--- src/sv/bfl_pkg.sv ---
// Shared types and constants for the byte FIFO with line extraction.
package bfl_pkg;

  // Item kinds selected by the mode field
  typedef enum logic [2:0] {
    MODE_WRITE = 3'd0,
    MODE_READ  = 3'd1,
    MODE_PEEK  = 3'd2,
    MODE_LINE  = 3'd3,
    MODE_CLEAR = 3'd4
  } mode_e;

  // Result status codes
  typedef enum logic [1:0] {
    ST_OK       = 2'd0,
    ST_NONE     = 2'd1,
    ST_TOO_LONG = 2'd2,
    ST_FULL     = 2'd3
  } status_e;

  // Controller states
  typedef enum logic [2:0] {
    S_IDLE,
    S_SCAN_RD,
    S_SCAN_CHK,
    S_COPY_RD,
    S_COPY_LD,
    S_OUT
  } state_e;

  localparam logic [7:0] CH_LF        = 8'h0A;
  localparam logic [7:0] CH_CR        = 8'h0D;
  localparam logic [6:0] MAX_OUT      = 7'd64;
  localparam logic [6:0] MAX_LINE_RST = 7'd64;
  localparam logic [9:0] LEN_SAT      = 10'd1023;

  // Commands from controller to datapath
  typedef struct packed {
    logic    cap;        // capture item, base pointer and read count
    logic    push;       // store the write byte
    logic    commit_rd;  // pop the read count
    logic    clr;        // empty the FIFO
    logic    mem_rd;     // read the store at base + index
    logic    scan_step;  // advance the line scan
    logic    line_hit;   // LF found: set copy count, drop the line
    logic    idx_inc;    // advance the copy index
    logic    out_load;   // load the output register
    logic    out_data;   // output beat carries a data byte
    logic    out_echo;   // last echoes in_last
    logic    out_line;   // status taken from the line result
    status_e out_status; // status for a non-data beat
  } cmd_t;

  // Status from datapath to controller
  typedef struct packed {
    mode_e mode;
    logic  full;
    logic  n_zero;
    logic  scan_end;
    logic  is_lf;
    logic  copy_zero;
    logic  out_taken;
    logic  more;
  } stat_t;

endpackage

--- src/sv/bfl_ctrl.sv ---
// Controller state machine: sequences writes, reads, line scans and beats.
module bfl_ctrl (
  input  logic           clk_i,
  input  logic           rst_ni,
  input  logic           in_valid_i,
  output logic           in_ready_o,
  input  bfl_pkg::stat_t st_i,
  output bfl_pkg::cmd_t  cmd_o
);

  bfl_pkg::state_e state_q, state_d;

  // State register
  always_ff @(posedge clk_i or negedge rst_ni) begin
    if (!rst_ni) begin
      state_q <= bfl_pkg::S_IDLE;
    end else begin
      state_q <= state_d;
    end
  end

  // Next state and commands
  always_comb begin
    state_d          = state_q;
    in_ready_o       = 1'b0;
    cmd_o            = '0;
    cmd_o.out_status = bfl_pkg::ST_OK;
    case (state_q)
      bfl_pkg::S_IDLE: begin
        in_ready_o = 1'b1;
        if (in_valid_i) begin
          cmd_o.cap = 1'b1;
          case (st_i.mode)
            bfl_pkg::MODE_WRITE: begin
              cmd_o.push       = !st_i.full;
              cmd_o.out_load   = 1'b1;
              cmd_o.out_echo   = 1'b1;
              cmd_o.out_status = st_i.full ? bfl_pkg::ST_FULL : bfl_pkg::ST_OK;
              state_d          = bfl_pkg::S_OUT;
            end
            bfl_pkg::MODE_READ, bfl_pkg::MODE_PEEK: begin
              if (st_i.n_zero) begin
                cmd_o.out_load   = 1'b1;
                cmd_o.out_status = bfl_pkg::ST_NONE;
                state_d          = bfl_pkg::S_OUT;
              end else begin
                cmd_o.commit_rd = (st_i.mode == bfl_pkg::MODE_READ);
                state_d         = bfl_pkg::S_COPY_RD;
              end
            end
            bfl_pkg::MODE_LINE: begin
              state_d = bfl_pkg::S_SCAN_RD;
            end
            bfl_pkg::MODE_CLEAR: begin
              cmd_o.clr      = 1'b1;
              cmd_o.out_load = 1'b1;
              state_d        = bfl_pkg::S_OUT;
            end
            default: begin
              cmd_o.out_load = 1'b1;
              state_d        = bfl_pkg::S_OUT;
            end
          endcase
        end
      end
      bfl_pkg::S_SCAN_RD: begin
        if (st_i.scan_end) begin
          cmd_o.out_load   = 1'b1;
          cmd_o.out_status = bfl_pkg::ST_NONE;
          state_d          = bfl_pkg::S_OUT;
        end else begin
          cmd_o.mem_rd = 1'b1;
          state_d      = bfl_pkg::S_SCAN_CHK;
        end
      end
      bfl_pkg::S_SCAN_CHK: begin
        if (st_i.is_lf) begin
          cmd_o.line_hit = 1'b1;
          if (st_i.copy_zero) begin
            cmd_o.out_load = 1'b1;
            cmd_o.out_line = 1'b1;
            state_d        = bfl_pkg::S_OUT;
          end else begin
            state_d = bfl_pkg::S_COPY_RD;
          end
        end else begin
          cmd_o.scan_step = 1'b1;
          state_d         = bfl_pkg::S_SCAN_RD;
        end
      end
      bfl_pkg::S_COPY_RD: begin
        cmd_o.mem_rd = 1'b1;
        state_d      = bfl_pkg::S_COPY_LD;
      end
      bfl_pkg::S_COPY_LD: begin
        cmd_o.out_load = 1'b1;
        cmd_o.out_data = 1'b1;
        state_d        = bfl_pkg::S_OUT;
      end
      bfl_pkg::S_OUT: begin
        if (st_i.out_taken) begin
          if (st_i.more) begin
            cmd_o.idx_inc = 1'b1;
            state_d       = bfl_pkg::S_COPY_RD;
          end else begin
            state_d = bfl_pkg::S_IDLE;
          end
        end
      end
      default: begin
        state_d = bfl_pkg::S_IDLE;
      end
    endcase
  end

endmodule

--- config.mk ---
export PLATFORM = sky130hd
export DESIGN_NAME = bfl_ctrl
export DESIGN_NICKNAME = d
export VERILOG_FILES = /design/src/sv/bfl_pkg.sv /design/src/sv/bfl_ctrl.sv
export SDC_FILE = /design/constraint.sdc
export NUM_CORES = 1
export LEC_CHECK = 0
export BUFFER_PORTS_ARGS = -buffer_cell sky130_fd_sc_hd__buf_2
export CAP_MARGIN = 10
export CORE_AREA = 2 2 39 41
export DETAILED_ROUTE_END_ITERATION = 12
export DIE_AREA = 0 0 41 43
export SLEW_MARGIN = 20
export SYNTH_ARGS = -nofsm -noshare
export SYNTH_HDL_FRONTEND = slang
export SYNTH_SLANG_ARGS = --single-unit
--- constraint.sdc ---
create_clock -name clk_i -period 1.93 [get_ports clk_i]
set_input_delay 0.579 -clock clk_i [delete_from_list [all_inputs] [get_ports clk_i]]
set_output_delay 0.579 -clock clk_i [all_outputs]
set_load 0.03 [all_outputs]
; ---- Yosys cells after proc, flatten, opt, wreduce, memory -nomap -nowiden
; Index checks and enable logic that the tools add are counted.
; Widths: inputs -> output; s select.
[classes]
n_eq_ne = 11
mux = 42
reduce_logical = 5
[ops]
columns = op, count
row1 = $mux 1, 23
row2 = $mux 3, 6
row3 = $pmux 3 s6, 1
row4 = $eq 3x2->1 const B, 4
row5 = $eq 3x3->1 const B, 3
row6 = $mux 2, 4
row7 = $mux 4, 2
row8 = $pmux 2 s2, 2
row9 = $eq 3x1->1 const B, 2
row10 = $logic_not 3->1, 2
row11 = $pmux 3 s2, 1
row12 = $ne 2x2->1 const B, 2
row13 = $pmux 1 s2, 2
row14 = $pmux 1 s4, 1
row15 = $reduce_and 2->1, 1
row16 = $reduce_or 2->1, 1
row17 = $logic_not 1->1, 1
[word_totals]
ff_bits = 3
input_bits = 13
word_cells = 59

; ---- Longest topological paths before layout
[logic_depth]
depth_word = 5
ltp_mapped = 5

; ---- Worst setup path after synthesis
; No wires, ideal clock.
[synth_path]
path_type = reg-to-output
startpoint = reg state_q[1]
endpoint = out cmd_o[11] (netlist bit)
arrival_ns = 1.962
required_time_ns = 1.351
slack_ns = -0.611
path_stages_with_launch = 5
path_cell_list = dfrtp_1 -> or3_4 -> clkinv_2 -> nand2_4 -> nor4_1
[synth_rtl]
columns = element, line
row1 = from (decl), bfl_ctrl.sv:11  ; bfl_pkg::state_e state_q, state_d;
row2 = from (signal assigned), bfl_ctrl.sv:16  ; state_q <= bfl_pkg::S_IDLE;
row3 = from (signal assigned), bfl_ctrl.sv:18  ; state_q <= state_d;
row4 = to (decl), bfl_ctrl.sv:8  ; output bfl_pkg::cmd_t cmd_o

==> flow_summary_export.csv <==
group,metric,value,unit
setup_path,crit_required,1.35,ns
routing,route.vias.total,612,
grt,antenna_found_initial,0,
pwr,power_frac_comb,78.7,%
routing,routed_via_density,5.016,
finish,post-route-cell-area,893.4,µm²
yosys,avgSynthCellArea,7.125,µm²
sta,slew_viol_final,0,
pwr,irDropWorstVdd,797.7,µV
clocking,numCtsBuffers,3,
grt,grtUsageTotal,17.89,%
sta,max_slew_margin,79.85,%
yosys,ys_seq_area_share,17.86,%
placed_design,port_buffers,27,
sta,holdWs,0.1226,ns
finish,fin_nets,120,
floorplan,rows,14,
yosys,synth.top_cell.area_share,17.86,%
pwr,switchingPower,0.5259,mW
setup_path,setup.worst_path.start_class,"flip-flop",
yosys,synth.top_cells.by_area,"dfrtp_1 (18%), a21oi_1 (7.1%), inv_1 (5.4%), nor4_4 (5.1%), nor4_1 (4.5%)",
pwr,power_leakage,0.4070,nW
routing,firstDrtPassIters,2,
floorplan,die-area,0.001763,mm²
finish,drive_gt1_share,60.38,%
clocking,cts-root-buf,"clkbuf_4",
clocking,clock_path_buffers,2,
setup_path,critPathKind,"flip-flop to primary output",
placed_design,placed_area,764.5,µm²
setup_path,critPathMaxFanout,4,
setup_path,endpoint_kind,"primary output",
floorplan,core_area,0.001384,mm²
pwr,p_total,1.054,mW
sta,finalSetupViolCount,9,
flow_run,drv_cap,0,
run_status,violations,"negative setup slack",
yosys,ys_seq_elements,3,
clocking,cts_sinks,3,
pwr,pwr-share-clk,10.9,%
yosys,synth_fp_nets,72,
grt,grt_pass1_vias,538,
finish,largest_reg_flops,3,
sta,worst_slack,-0.3669,ns
yosys,synth.distinct_cells,30,
yosys,yosys_warnings,0,
floorplan,start_util,30.38,%
pwr,seqPwrFrac,10.4,%
routing,drt-initial-drc-count,1,
floorplan,die_x,41,µm
finish,largest_registers,"state_q: 3 flops",
routing,wl,1477,µm
sta,period_share,119.0,%
sta,worst_pin_slew,0.3000,ns
placed_design,dp_hpwl,1126,µm
placed_design,place_congestion,0.6642,
pwr,p_per_area,1180,mW/mm²
routing,drc,0,
sta,finalCriticalPeriod,2.297,ns
sta,clock_skew,0.004847,ns
yosys,synthFlopType,"dfrtp_1",
yosys,synth-edff-count,0,
sta,grt_setup_unrepaired,"yes",
finish,antenna_cells,0,
clocking,h-tree-depth,1,
grt,grt_pass1_wl,2145,µm
pwr,swShare,49.90,%
yosys,ys_async_sr_fraction,100.0,%
sta,hold_viol_final,0,
finish,syn2layout_area_growth,112.5,%
routing,routedWlPerCell,12.11,µm
yosys,synth_common_cells,"a21oi_1 (6), inv_1 (6), nor2_1 (4)",
run_status,status,"finished with violations",
yosys,synth_top_area_cell,"dfrtp_1",
clocking,insertion_delay,0.24,ns
clocking,cts_tree,"yes",
finish,top_register,"state_q",
sta,max_freq,435.4,MHz
yosys,synth_area,420.4,µm²
grt,grt_max_degree,15,
grt,grt-ovfl-total,0,
floorplan,ioPinCount,28,
floorplan,die_y,43,µm
yosys,postSynthCellCount,59,
clocking,clk_pin_slew_worst_paths,0.04,ns
sta,setup_tns,-2.476,ns
hold_path,hold_path_class,"primary input to async pin",
setup_path,arrival,1.72,ns
pwr,p_int,0.5280,mW
routing,antenna_left,0,
path summary, 6_finish.rpt:
path	end	from	depth (start not counted)	slack (ns)
worst min register to register	state_q[1]	state_q[0]	3	0.73
worst max register to register	state_q[1]	state_q[0]	5	0.46
min in group clk_i	state_q[0]	st_i[1]	2	0.59
max in group asynchronous	state_q[0]	rst_ni	1	1.70
worst min-delay path	state_q[1]	rst_ni	1	0.12
worst max-delay path	cmd_o[0]	state_q[0]	6	-0.37
power groups by stage:
stage          logic, mW  clock network (mW)  registers, mW
2_1_floorplan      0.517                   0          0.110
3_3_place_gp       0.733                   0          0.107
3_5_place_dp       0.740                   0          0.107
4_1_cts            0.790               0.120          0.106
5_1_grt            0.887               0.125          0.112
6_report           0.830               0.115          0.109
cells in the final DEF (no fill, tap or decap), types with 2 or more instances in the layout:
cell       n
nand3b_1   2
nor2_1     4
nor4_4     3
nand2b_1   2
buf_2     16
dfrtp_1    3
nand2_1    3
clkbuf_4   3
o21ai_0    2
buf_6     10
o22ai_1    3
buf_4     20
a21oi_1    6
inv_1      5
per-layer routing:
layer	GRT usage (%)	wire length (µm)	vias up
met5	0	0	-
met4	10.00	21	0
met3	1.571	50	2
met2	31.56	826	16
met1	19.03	579	284
li1	-	-	310
area by class of cell:
type                       instances  area, µm²
fill                             126      490.5
multi-input combinational         46      386.6
tap                               16      20.02
clock buffer                       4      26.28
timing repair buffer              46      342.8
sequential                         3      75.07
inverter                           7      42.54
repair_timing:
item / CTS / global route
pin swaps: 4 / 1
setup buffers: 0 / 1
hold buffers: 0 / 0
gates resized for setup: 15 / 14
endpoints found under the setup margin: 10 / 12
logic make-up after synthesis:
kind of cell,share of synthesized area (%)
AO/OA/AOI/OAI,24.70
buffers and inverters,9.522
XOR/XNOR,2.084
flip-flops,17.86
AND/OR/NAND/NOR,45.83
through the flow:
stage               util (%)  std cells  setup WS, ns
finish                 64.56        122       -0.3669
detailed placement     55.24        117       -0.2163
global placement       55.24        117       -0.1797
CTS                    60.49        121       -0.3636
global route           64.56        122       -0.4273
floorplan                  -         59       -0.4804
critical path, stage by stage, from the launching register on:
cell	delay [ns]
dfrtp_1	0.37
or3_4	0.43
clkinv_8	0.07
nand2_8	0.06
nor4_4	0.22
a221o_2	0.22
buf_6	0.12
No activity file was read; power rests on OpenSTA's default activity.
